File: config.mk
export PLATFORM = sky130hd
export DESIGN_NAME = i2c_register_master_verify_unit_flat
export DESIGN_NICKNAME = d
export VERILOG_FILES = /design/src/sv/i2crmv_pkg.sv /design/src/sv/i2crmv_if.sv /design/src/sv/i2crmv_seq.sv /design/src/sv/i2c_register_master_verify_unit.sv /design/src/flat_wrapper.sv
export SDC_FILE = /design/constraint.sdc
export NUM_CORES = 1
export LEC_CHECK = 0
export ABC_AREA = 1
export BUFFER_PORTS_ARGS = -buffer_cell sky130_fd_sc_hd__buf_2
export CAP_MARGIN = 20
export CORE_MARGIN = 2
export CORE_UTILIZATION = 55
export DETAILED_ROUTE_END_ITERATION = 6
export MAX_ROUTING_LAYER = met4
export PLACE_DENSITY = 0.83
export SLEW_MARGIN = 30
export SYNTH_ARGS = -nofsm -noshare
export SYNTH_HDL_FRONTEND = slang
export SYNTH_HIERARCHICAL = 1
export SYNTH_SLANG_ARGS = --single-unit
export TNS_END_PERCENT = 1
File: constraint.sdc
create_clock -name i_clk -period 9.55 [get_ports i_clk]
set_input_delay 0.955 -clock i_clk [delete_from_list [all_inputs] [get_ports i_clk]]
set_output_delay 0.955 -clock i_clk [all_outputs]
set_load 0.02 [all_outputs]
File: src/sv/i2crmv_pkg.sv
// Shared types, constants and codes of the I2C register master.
`default_nettype none
package i2crmv_pkg;

    localparam int RETRY_GAP_TICKS = 1024;
    localparam int ACK_POLL_LIMIT  = 5;
    localparam int GAP_W           = $clog2(RETRY_GAP_TICKS + 1);

    localparam int DEV_W  = 7;
    localparam int ATT_W  = 3;
    localparam int CNT_W  = 3;
    localparam int BYTE_W = 8;

    localparam logic [DEV_W-1:0] DEV_ADDR_RST = 7'd86;
    localparam logic [ATT_W-1:0] MAX_ATT_RST  = 3'd3;

    typedef enum logic [0:0] {
        CFG_DEVICE_ADDRESS = 1'b0,
        CFG_MAX_ATTEMPTS   = 1'b1
    } t_cfg_idx;

    typedef enum logic [1:0] {
        ACT_TICK   = 2'd0,
        ACT_WRITE  = 2'd1,
        ACT_VERIFY = 2'd2,
        ACT_READ   = 2'd3
    } t_action;

    typedef enum logic [3:0] {
        OP_IDLE  = 4'd0,
        OP_START = 4'd1,
        OP_WBYTE = 4'd2,
        OP_ACK   = 4'd3,
        OP_STOP  = 4'd4,
        OP_PAUSE = 4'd5,
        OP_RBYTE = 4'd6,
        OP_NACK  = 4'd7,
        OP_GAP   = 4'd8
    } t_op;

    typedef enum logic [2:0] {
        BSEL_NONE   = 3'd0,
        BSEL_ADDR_W = 3'd1,
        BSEL_REG    = 3'd2,
        BSEL_DATA   = 3'd3,
        BSEL_ADDR_R = 3'd4
    } t_bsel;

    typedef enum logic [21:0] {
        PH_IDLE    = 22'h000001,
        PH_WSTART  = 22'h000002,
        PH_WADDR   = 22'h000004,
        PH_WACK0   = 22'h000008,
        PH_WREG    = 22'h000010,
        PH_WACK1   = 22'h000020,
        PH_WDATA   = 22'h000040,
        PH_WACK2   = 22'h000080,
        PH_WSTOP   = 22'h000100,
        PH_PAUSE   = 22'h000200,
        PH_RSTART  = 22'h000400,
        PH_RADDR   = 22'h000800,
        PH_RACK0   = 22'h001000,
        PH_RREG    = 22'h002000,
        PH_RACK1   = 22'h004000,
        PH_RRSTART = 22'h008000,
        PH_RADDR_R = 22'h010000,
        PH_RACK2   = 22'h020000,
        PH_RBYTE   = 22'h040000,
        PH_NACK    = 22'h080000,
        PH_RSTOP   = 22'h100000,
        PH_GAP     = 22'h200000
    } t_phase;

    typedef struct packed {
        t_phase              phase;
        logic [CNT_W-1:0]    unit_cnt;
        logic [CNT_W-1:0]    bit_cnt;
        logic [BYTE_W-1:0]   shift_byte;
        logic [CNT_W-1:0]    ack_polls;
        logic [ATT_W-1:0]    attempts_left;
        logic [GAP_W-1:0]    gap_cnt;
        t_action             act;
        logic [BYTE_W-1:0]   reg_addr;
        logic [BYTE_W-1:0]   wr_data;
        logic [BYTE_W-1:0]   read_result;
        logic                verify_ok;
        logic                scl;
        logic                sda;
    } t_state;

    typedef struct packed {
        logic                scl_level;
        logic                sda_level;
        logic                busy_res;
        logic                done_res;
        logic [BYTE_W-1:0]   read_byte;
        logic                verify_ok;
    } t_result;

    typedef struct packed {
        logic [DEV_W-1:0]    device_address;
        logic [ATT_W-1:0]    max_attempts;
    } t_cfg;

    localparam t_state STATE_RST = '{
        phase: PH_IDLE, unit_cnt: '0, bit_cnt: '0, shift_byte: '0, ack_polls: '0,
        attempts_left: '0, gap_cnt: '0, act: ACT_TICK, reg_addr: '0, wr_data: '0,
        read_result: '0, verify_ok: 1'b0, scl: 1'b1, sda: 1'b1
    };

endpackage
`default_nettype wire

File: src/sv/i2crmv_if.sv
// Handshake channels of the I2C register master: command, result and config.
`default_nettype none
interface i2crmv_in_if import i2crmv_pkg::*; ();
    logic              valid;
    logic              ready;
    logic [1:0]        action;
    logic [BYTE_W-1:0] reg_addr;
    logic [BYTE_W-1:0] wr_data;
    logic              sda_in;
    modport source (output valid, action, reg_addr, wr_data, sda_in, input ready);
    modport sink   (input valid, action, reg_addr, wr_data, sda_in, output ready);
endinterface

interface i2crmv_out_if import i2crmv_pkg::*; ();
    logic              valid;
    logic              ready;
    logic              scl_level;
    logic              sda_level;
    logic              busy_res;
    logic              done_res;
    logic [BYTE_W-1:0] read_byte;
    logic              verify_ok;
    modport source (output valid, scl_level, sda_level, busy_res, done_res, read_byte,
                    verify_ok, input ready);
    modport sink   (input valid, scl_level, sda_level, busy_res, done_res, read_byte,
                    verify_ok, output ready);
endinterface

interface i2crmv_cfg_if import i2crmv_pkg::*; ();
    logic             valid;
    logic             ready;
    logic [0:0]       index;
    logic [DEV_W-1:0] data;
    modport source (output valid, index, data, input ready);
    modport sink   (input valid, index, data, output ready);
endinterface
`default_nettype wire

File: src/sv/i2crmv_seq.sv
// Bus sequencer: next state and result of one bus time unit.
`default_nettype none
module i2crmv_seq import i2crmv_pkg::*; (
    input  t_state            i_state,
    input  t_cfg              i_cfg,
    input  logic [1:0]        i_action,
    input  logic [BYTE_W-1:0] i_reg_addr,
    input  logic [BYTE_W-1:0] i_wr_data,
    input  logic              i_sda_in,
    output t_state            o_next,
    output t_result           o_res
);

    function automatic t_state enter(input t_state st, input t_phase p);
        t_state r;
        r          = st;
        r.phase    = p;
        r.unit_cnt = '0;
        r.bit_cnt  = '0;
        r.ack_polls = '0;
        r.gap_cnt  = '0;
        return r;
    endfunction

    function automatic t_op phase_op(input t_phase p);
        case (p)
            PH_WSTART, PH_RSTART, PH_RRSTART:                      phase_op = OP_START;
            PH_WADDR, PH_WREG, PH_WDATA, PH_RADDR, PH_RREG, PH_RADDR_R: phase_op = OP_WBYTE;
            PH_WACK0, PH_WACK1, PH_WACK2, PH_RACK0, PH_RACK1, PH_RACK2: phase_op = OP_ACK;
            PH_WSTOP, PH_RSTOP:                                    phase_op = OP_STOP;
            PH_PAUSE:                                              phase_op = OP_PAUSE;
            PH_RBYTE:                                              phase_op = OP_RBYTE;
            PH_NACK:                                               phase_op = OP_NACK;
            PH_GAP:                                                phase_op = OP_GAP;
            default:                                               phase_op = OP_IDLE;
        endcase
    endfunction

    function automatic t_bsel phase_bsel(input t_phase p);
        case (p)
            PH_WADDR, PH_RADDR: phase_bsel = BSEL_ADDR_W;
            PH_WREG, PH_RREG:   phase_bsel = BSEL_REG;
            PH_WDATA:           phase_bsel = BSEL_DATA;
            PH_RADDR_R:         phase_bsel = BSEL_ADDR_R;
            default:            phase_bsel = BSEL_NONE;
        endcase
    endfunction

    t_state            s;
    t_op               op;
    logic [BYTE_W-1:0] tx;
    logic [CNT_W-1:0]  uc;
    logic [CNT_W-1:0]  polls;
    logic [GAP_W-1:0]  gap;
    logic [ATT_W-1:0]  att;
    logic              scl;
    logic              sda;
    logic              fin;
    logic              rel;
    logic              busy;
    logic              done;

    always_comb begin
        s     = i_state;
        op    = OP_IDLE;
        tx    = '0;
        uc    = '0;
        polls = '0;
        gap   = '0;
        att   = '0;
        fin   = 1'b0;
        rel   = 1'b0;
        busy  = 1'b0;
        done  = 1'b0;
        scl   = s.scl;
        sda   = s.sda;

        // command latch on an idle unit
        if (s.phase == PH_IDLE && t_action'(i_action) != ACT_TICK) begin
            s.act           = t_action'(i_action);
            s.reg_addr      = i_reg_addr;
            s.wr_data       = i_wr_data;
            s.attempts_left = i_cfg.max_attempts;
            s.shift_byte    = '0;
            s = enter(s, (t_action'(i_action) == ACT_READ) ? PH_RSTART : PH_WSTART);
        end

        if (s.phase != PH_IDLE) begin
            busy = 1'b1;
            op   = phase_op(s.phase);
            uc   = s.unit_cnt;
            case (phase_bsel(s.phase))
                BSEL_ADDR_W: tx = {i_cfg.device_address, 1'b0};
                BSEL_REG:    tx = s.reg_addr;
                BSEL_DATA:   tx = s.wr_data;
                BSEL_ADDR_R: tx = {i_cfg.device_address, 1'b1};
                default:     tx = '0;
            endcase

            case (op)
                OP_START: begin
                    if (uc == 3'd0)      sda = 1'b1;
                    else if (uc == 3'd1) scl = 1'b1;
                    else if (uc == 3'd2) sda = 1'b0;
                    else begin
                        scl = 1'b0;
                        fin = 1'b1;
                    end
                    s.unit_cnt = uc + 3'd1;
                end
                OP_WBYTE: begin
                    if (uc == 3'd0) begin
                        sda        = tx[3'd7 - s.bit_cnt];
                        s.unit_cnt = 3'd1;
                    end else if (uc == 3'd1 || uc == 3'd2) begin
                        scl        = 1'b1;
                        s.unit_cnt = uc + 3'd1;
                    end else begin
                        scl = 1'b0;
                        if (s.bit_cnt == 3'd7) begin
                            sda = 1'b1;
                            fin = 1'b1;
                        end else begin
                            s.bit_cnt  = s.bit_cnt + 3'd1;
                            s.unit_cnt = '0;
                        end
                    end
                end
                OP_ACK: begin
                    if (uc == 3'd0) begin
                        sda        = 1'b1;
                        s.unit_cnt = 3'd1;
                    end else if (uc == 3'd1) begin
                        scl        = 1'b1;
                        s.unit_cnt = 3'd2;
                    end else if (uc == 3'd2) begin
                        polls       = s.ack_polls + 3'd1;
                        s.ack_polls = polls;
                        // no ack yet: poll again until the limit, then move on
                        s.unit_cnt  = (i_sda_in && polls < CNT_W'(ACK_POLL_LIMIT))
                                      ? 3'd1 : 3'd3;
                    end else begin
                        scl = 1'b0;
                        fin = 1'b1;
                    end
                end
                OP_STOP: begin
                    if (uc == 3'd0)      scl = 1'b0;
                    else if (uc == 3'd1) sda = 1'b0;
                    else begin
                        scl = 1'b1;
                        fin = 1'b1;
                        rel = 1'b1;
                    end
                    s.unit_cnt = uc + 3'd1;
                end
                OP_PAUSE: begin
                    if (uc != 3'd0) fin = 1'b1;
                    s.unit_cnt = uc + 3'd1;
                end
                OP_RBYTE: begin
                    if (uc == 3'd0) begin
                        scl        = 1'b1;
                        s.unit_cnt = 3'd1;
                    end else if (uc == 3'd1) begin
                        s.shift_byte = {s.shift_byte[BYTE_W-2:0], i_sda_in};
                        s.unit_cnt   = 3'd2;
                    end else begin
                        scl = 1'b0;
                        if (s.bit_cnt == 3'd7) begin
                            s.read_result = s.shift_byte;
                            fin           = 1'b1;
                        end else begin
                            s.bit_cnt  = s.bit_cnt + 3'd1;
                            s.unit_cnt = '0;
                        end
                    end
                end
                OP_NACK: begin
                    if (uc == 3'd0)      sda = 1'b1;
                    else if (uc == 3'd1) scl = 1'b1;
                    else if (uc == 3'd3) scl = 1'b0;
                    else if (uc >= 3'd4) begin
                        sda = 1'b1;
                        fin = 1'b1;
                    end
                    s.unit_cnt = uc + 3'd1;
                end
                OP_GAP: begin
                    gap       = s.gap_cnt + GAP_W'(1);
                    s.gap_cnt = gap;
                    if (gap >= GAP_W'(RETRY_GAP_TICKS)) fin = 1'b1;
                end
                default: fin = 1'b1;
            endcase

            s.scl = rel ? 1'b1 : scl;
            s.sda = rel ? 1'b1 : sda;

            if (fin) begin
                case (s.phase)
                    PH_WSTOP: begin
                        if (s.act == ACT_VERIFY) s = enter(s, PH_PAUSE);
                        else begin
                            s    = enter(s, PH_IDLE);
                            done = 1'b1;
                        end
                    end
                    PH_RSTOP: begin
                        if (s.act == ACT_VERIFY) begin
                            if (s.read_result == s.wr_data) begin
                                s.verify_ok = 1'b1;
                                s           = enter(s, PH_IDLE);
                                done        = 1'b1;
                            end else begin
                                att = (s.attempts_left != '0) ? s.attempts_left - 3'd1 : '0;
                                s.attempts_left = att;
                                if (att == '0) begin
                                    s.verify_ok = 1'b0;
                                    s           = enter(s, PH_IDLE);
                                    done        = 1'b1;
                                end else begin
                                    s = enter(s, PH_GAP);
                                end
                            end
                        end else begin
                            s    = enter(s, PH_IDLE);
                            done = 1'b1;
                        end
                    end
                    PH_GAP:  s = enter(s, PH_WSTART);
                    default: s = enter(s, t_phase'(s.phase << 1));
                endcase
            end
        end

        o_next            = s;
        o_res.scl_level   = scl;
        o_res.sda_level   = sda;
        o_res.busy_res    = busy;
        o_res.done_res    = done;
        o_res.read_byte   = s.read_result;
        o_res.verify_ok   = s.verify_ok;
    end

endmodule
`default_nettype wire

File: src/sv/i2c_register_master_verify_unit.sv
// Top level of the I2C register master with write-verify and register read.
`default_nettype none
// ---------------------------------------------------------------------------
//  Channel   Dir   Modport  Word
//  i_cmd     in    sink     action, reg_addr, wr_data, sda_in (one bus unit)
//  o_res     out   source   scl_level, sda_level, busy_res, done_res,
//                           read_byte, verify_ok (one per command word)
//  i_cfg     in    sink     index (0 device_address, 1 max_attempts), data
//
//  One command word is one bus time unit; it is taken every cycle while i_cmd is
//  ready. The sequencer state and the result word are both registered on accept.
//  Reset (sync, active low): idle, both pins released, address 86, 3 tries.
//  i_cmd.ready is high while the result register is empty or being taken, so a
//  stalled o_res holds the result and stalls i_cmd; config is always ready.
// ---------------------------------------------------------------------------
module i2c_register_master_verify_unit import i2crmv_pkg::*; (
    input  wire logic  i_clk,
    input  wire logic  i_rst_n,
    i2crmv_in_if.sink  i_cmd,
    i2crmv_out_if.source o_res,
    i2crmv_cfg_if.sink i_cfg
);

    t_state  r_state;
    t_state  n_state;
    t_result r_res;
    t_result n_res;
    logic    r_out_valid;
    t_cfg    r_cfg;
    logic    w_in_ready;
    logic    w_in_acc;

    // result register frees up when downstream takes the word
    assign w_in_ready  = !r_out_valid || o_res.ready;
    assign w_in_acc    = i_cmd.valid && w_in_ready;
    assign i_cmd.ready = w_in_ready;
    assign i_cfg.ready = 1'b1;

    i2crmv_seq u_seq (
        .i_state    (r_state),
        .i_cfg      (r_cfg),
        .i_action   (i_cmd.action),
        .i_reg_addr (i_cmd.reg_addr),
        .i_wr_data  (i_cmd.wr_data),
        .i_sda_in   (i_cmd.sda_in),
        .o_next     (n_state),
        .o_res      (n_res)
    );

    // sequencer state: advances one bus unit per accepted word
    always_ff @(posedge i_clk) begin
        if (!i_rst_n) begin
            r_state <= STATE_RST;
        end else if (w_in_acc) begin
            r_state <= n_state;
        end
    end

    // result register
    always_ff @(posedge i_clk) begin
        if (!i_rst_n) begin
            r_out_valid <= 1'b0;
        end else if (w_in_acc) begin
            r_out_valid <= 1'b1;
        end else if (o_res.ready) begin
            r_out_valid <= 1'b0;
        end
    end

    always_ff @(posedge i_clk) begin
        if (w_in_acc) begin
            r_res <= n_res;
        end
    end

    // configuration registers
    always_ff @(posedge i_clk) begin
        if (!i_rst_n) begin
            r_cfg.device_address <= DEV_ADDR_RST;
            r_cfg.max_attempts   <= MAX_ATT_RST;
        end else if (i_cfg.valid) begin
            case (t_cfg_idx'(i_cfg.index))
                CFG_DEVICE_ADDRESS: r_cfg.device_address <= i_cfg.data;
                CFG_MAX_ATTEMPTS:   r_cfg.max_attempts   <= i_cfg.data[ATT_W-1:0];
                default:            r_cfg                <= r_cfg;
            endcase
        end
    end

    assign o_res.valid     = r_out_valid;
    assign o_res.scl_level = r_res.scl_level;
    assign o_res.sda_level = r_res.sda_level;
    assign o_res.busy_res  = r_res.busy_res;
    assign o_res.done_res  = r_res.done_res;
    assign o_res.read_byte = r_res.read_byte;
    assign o_res.verify_ok = r_res.verify_ok;

endmodule
`default_nettype wire

File: src/flat_wrapper.sv
// flat-port wrapper written by rule: the top's interface ports become plain ports
module i2c_register_master_verify_unit_flat import i2crmv_pkg::*;
  (i_clk, i_rst_n, i_cmd_valid, i_cmd_action, i_cmd_reg_addr, i_cmd_wr_data, i_cmd_sda_in, i_cmd_ready, o_res_valid, o_res_scl_level, o_res_sda_level, o_res_busy_res, o_res_done_res, o_res_read_byte, o_res_verify_ok, o_res_ready, i_cfg_valid, i_cfg_index, i_cfg_data, i_cfg_ready);
  i2crmv_in_if i_cmd_i ();
  i2crmv_out_if o_res_i ();
  i2crmv_cfg_if i_cfg_i ();
  input  wire logic i_clk;
  input  wire logic i_rst_n;
  input wire logic [$bits(i_cmd_i.valid)-1:0] i_cmd_valid;
  input wire logic [$bits(i_cmd_i.action)-1:0] i_cmd_action;
  input wire logic [$bits(i_cmd_i.reg_addr)-1:0] i_cmd_reg_addr;
  input wire logic [$bits(i_cmd_i.wr_data)-1:0] i_cmd_wr_data;
  input wire logic [$bits(i_cmd_i.sda_in)-1:0] i_cmd_sda_in;
  output wire logic [$bits(i_cmd_i.ready)-1:0] i_cmd_ready;
  output wire logic [$bits(o_res_i.valid)-1:0] o_res_valid;
  output wire logic [$bits(o_res_i.scl_level)-1:0] o_res_scl_level;
  output wire logic [$bits(o_res_i.sda_level)-1:0] o_res_sda_level;
  output wire logic [$bits(o_res_i.busy_res)-1:0] o_res_busy_res;
  output wire logic [$bits(o_res_i.done_res)-1:0] o_res_done_res;
  output wire logic [$bits(o_res_i.read_byte)-1:0] o_res_read_byte;
  output wire logic [$bits(o_res_i.verify_ok)-1:0] o_res_verify_ok;
  input wire logic [$bits(o_res_i.ready)-1:0] o_res_ready;
  input wire logic [$bits(i_cfg_i.valid)-1:0] i_cfg_valid;
  input wire logic [$bits(i_cfg_i.index)-1:0] i_cfg_index;
  input wire logic [$bits(i_cfg_i.data)-1:0] i_cfg_data;
  output wire logic [$bits(i_cfg_i.ready)-1:0] i_cfg_ready;
  assign i_cmd_i.valid = i_cmd_valid;
  assign i_cmd_i.action = i_cmd_action;
  assign i_cmd_i.reg_addr = i_cmd_reg_addr;
  assign i_cmd_i.wr_data = i_cmd_wr_data;
  assign i_cmd_i.sda_in = i_cmd_sda_in;
  assign i_cmd_ready = i_cmd_i.ready;
  assign o_res_valid = o_res_i.valid;
  assign o_res_scl_level = o_res_i.scl_level;
  assign o_res_sda_level = o_res_i.sda_level;
  assign o_res_busy_res = o_res_i.busy_res;
  assign o_res_done_res = o_res_i.done_res;
  assign o_res_read_byte = o_res_i.read_byte;
  assign o_res_verify_ok = o_res_i.verify_ok;
  assign o_res_i.ready = o_res_ready;
  assign i_cfg_i.valid = i_cfg_valid;
  assign i_cfg_i.index = i_cfg_index;
  assign i_cfg_i.data = i_cfg_data;
  assign i_cfg_ready = i_cfg_i.ready;
  i2c_register_master_verify_unit u_core (.i_clk(i_clk), .i_rst_n(i_rst_n), .i_cmd(i_cmd_i), .o_res(o_res_i), .i_cfg(i_cfg_i));
endmodule
==> flow_summary.yaml <==
job:
  max-cap-violations: 0
global_route:
  grt.overflow.total: 0
  grt_pass1_wl_um: 35000
  antenna_found_initial: 0
  grt_max_degree: 94
  grtUsageTotal_pct: 26.7
  first_global_vias: 7221
critical_path:
  crit_top_cell: "nand2_1"
  cp-end-kind: "flop"
  slowest_stage: "nand2_2"
  crit_path_max_fanout: 41
  cp_top_family: "simple AND/OR/NAND/NOR gates"
  cpPeakStageDelay_ns: 0.61
  crit_type: "primary input to flop"
  cp_data_required_time_ns: 9.84
  crit_buf_inv: 6
  crit_chain: "buf_2 -> inv_1 -> nand2_1 -> nand2_1 -> nor2_4 -> nand3_4 -> nand2_1 -> clkinv_1 -> ha_1 -> inv_1 -> nor2_2 -> nand2_2 -> nor2_1 -> nand2_1 -> nand4_1 -> nor2_1 -> nand3_2 -> nand2_2 -> inv_2 -> nor3b_2 -> inv_1 -> nand3_1 -> nand2_1 -> nor2_1"
  critPathLaunchType: "primary input"
  cp.arrival_ns: 5.13
power_and_ir_drop:
  p_switching_uw: 405
  total_power_mw: 1.19
  p_int_uw: 786
  p_leak_nw: 4.16
  ir_worst_vdd_v: 0.000106
  p_clk_share_pct: 31.9
  swShare_pct: 34.0
  p_per_area_nw_per_um2: 139
  pwr-share-comb_pct: 25.2
  power_frac_seq_pct: 42.9
cts:
  cts_made_buffers: 9
  post_cts_buffers: 0
  cts_buffer_depth: 2
  hold_buffers: 0
  cts.sinks: 106
  ctsRootBufferMaster: "clkbuf_16"
  clkTransAtPathRegs_ns: 0.07
  cts_resized: 0
  insertion_delay_ns: 0.36
  tritoncts: "done"
  htreeDepth: 3
placed_design:
  hpwl_um: 14400
  portBuffers: 46
  pre_cts_slack_ns: 4.36
  post_dp_cell_area_sq_um: 8290
  globalplace.congestion: 0.943
  place_inst: 1543
sta:
  fmax_mhz: 207
  timing.final.ws_setup_ns: 4.71
  setup-violations-final: 0
  slew_violations: 0
  rsz0062_at_grt: "no"
  tns_ns: 0
  fin_crit_ns: 4.84
  finClkSkew_ns: 0.0123
  finalCritPeriodShare_pct: 50.6
  hold_viol: 0
  slew-limit-headroom_pct: 38.3
  tightest_slew_ns: 0.925
logic_synthesis:
  synth_top_area_share_pct: 22.2
  synthFlopType: "dfxtp_1"
  ys_ff_latch: 106
  avgSynthCellArea_sq_um: 6.05
  synthTopCellsByArea: "dfxtp_1 22%, nand2_1 16%, nand3_1 9.1%"
  syn_area_sq_um: 8390
  async_flop_share_pct: 0
  syn-num-nets: 1429
  syn_inst: 1387
  yosys.area.top_type: "dfxtp_1"
  ys_types: 48
  yosysWarnings: 6
  yosysSeqAreaShare_pct: 26.8
  synth-edff-count: 13
floorplan:
  die_area_sq_um: 16300
  rows: 45
  start_util_pct: 55.8
  dieHeight_um: 128
  core_area_sq_um: 15000
  die_w_um: 128
  pin_count: 48
routing:
  wirelength_um: 21000
  wl_per_cell_um: 13.4
  drc: 30
  via_count: 8559
  dr.pass1.iters: 7
  ant_nets: 0
  vias_per_cell: 5.49
  drt_iter0_markers: 977
final_layout:
  drive_gt1_share_pct: 8.75
  final_common_cell: "nand2_1"
  layout_common_cells: "349 x nand2_1, 200 x inv_1, 166 x nor2_1"
  layout.cells.non_filler: 1559
  area_delta_synth_final_pct: 2.40
  final_nets: 1408
  final_area_sq_um: 8590
  antenna_cells: 0
run_status:
  status: "finished with violations"
  violations: "design-rule violations"
min_path:
  hp-class: "flop to flop"
## Yosys cell counts (10+ instances only)
library cell / count
nand2_1: 349
nor3_1: 19
nand3_1: 153
o22ai_1: 10
ha_1: 10
buf_6: 20
inv_1: 200
buf_2: 24
buf_4: 25
dfxtp_1: 93
nor2_1: 166
nand4_1: 30
edfxtp_1: 13
a21oi_2: 10
o21ai_0: 35
clkbuf_1: 11
a21oi_1: 100
o21ai_1: 27
nand2_2: 11
## flip-flops by register name (all words and copies together), names as in the netlist
name                    count
u_core/o_res.sda_level      1
u_core/r_cfg               10
u_core/o_res.done_res       1
u_core/o_res.read_byte      8
u_core/o_res.verify_ok      1
u_core/o_res.busy_res       1
u_core/o_res.valid          1
u_core/r_state             82
u_core/o_res.scl_level      1
## worst paths after layout
| check | startpoint | to | slack [ns] | cells after the start |
|---|---|---|---|---|
| setup / recovery | i_cmd_action[1] | u_core/r_state[29] | 4.71 | 24 |
| hold / removal | u_core/r_cfg[0] | u_core/r_cfg[0] | 0.48 | 2 |
| setup reg to reg | u_core/r_state[66] | u_core/r_state[29] | 4.80 | 22 |
| hold reg to reg | u_core/r_cfg[0] | u_core/r_cfg[0] | 0.48 | 2 |
## power by group through the flow
stage | sequential, mW | clock, mW | combinational [mW]
floorplan | 0.520 | 0 | 0.247
global placement | 0.520 | 0 | 0.289
detailed placement | 0.521 | 0 | 0.295
CTS | 0.511 | 0.390 | 0.297
global route | 0.516 | 0.404 | 0.341
finish | 0.511 | 0.380 | 0.300
## area by class of cell
cell class | instances | area, sq um
Clock buffer | 10 | 229
Fill cell | 1496 | 6440
Sequential cell | 106 | 2250
Multi-Input combinational cell | 992 | 4760
Inverter | 206 | 773
Clock inverter | 6 | 66.3
Timing Repair Buffer | 51 | 274
Tap cell | 188 | 235
## tightest hold or removal path, stage by stage, from the launching register on
cell and delay, ns:
dfxtp_1 0.33, nand2_1 0.05, nand3_1 0.07
## kinds of logic (layout without fill, tap and decap cells)
logic type	Yosys count	after routing	synth area share, %
AND/OR/NAND/NOR	761	761	40.0
other	1	1	0.0447
AO/OA/AOI/OAI	205	205	13.6
XOR/XNOR	13	13	1.36
multiplexers	2	2	0.253
buffers and inverters	289	273	16.5
adder cells (fa/ha/maj)	10	10	1.49
flip-flops	106	106	26.8
## metal layers
layer  wire length, um  global-route usage [%]  part of all wire, %
met1              9720                    36.8                   46
met2              9480                    41.1                   45
met3              1320                    3.60                  6.3
met4               425                    7.50                  2.0
met5                 0                       -                    0
## per-stage QoR
step	utilization, %	hold slack [ns]
6_report	57.2	0.478
5_1_grt	57.2	0.504
3_5_place_dp	55.2	0.465
2_1_floorplan	-	0.442
3_3_place_gp	55.2	0.460
4_1_cts	57.1	0.482
Note: power is estimated with default switching activity, not from simulation.
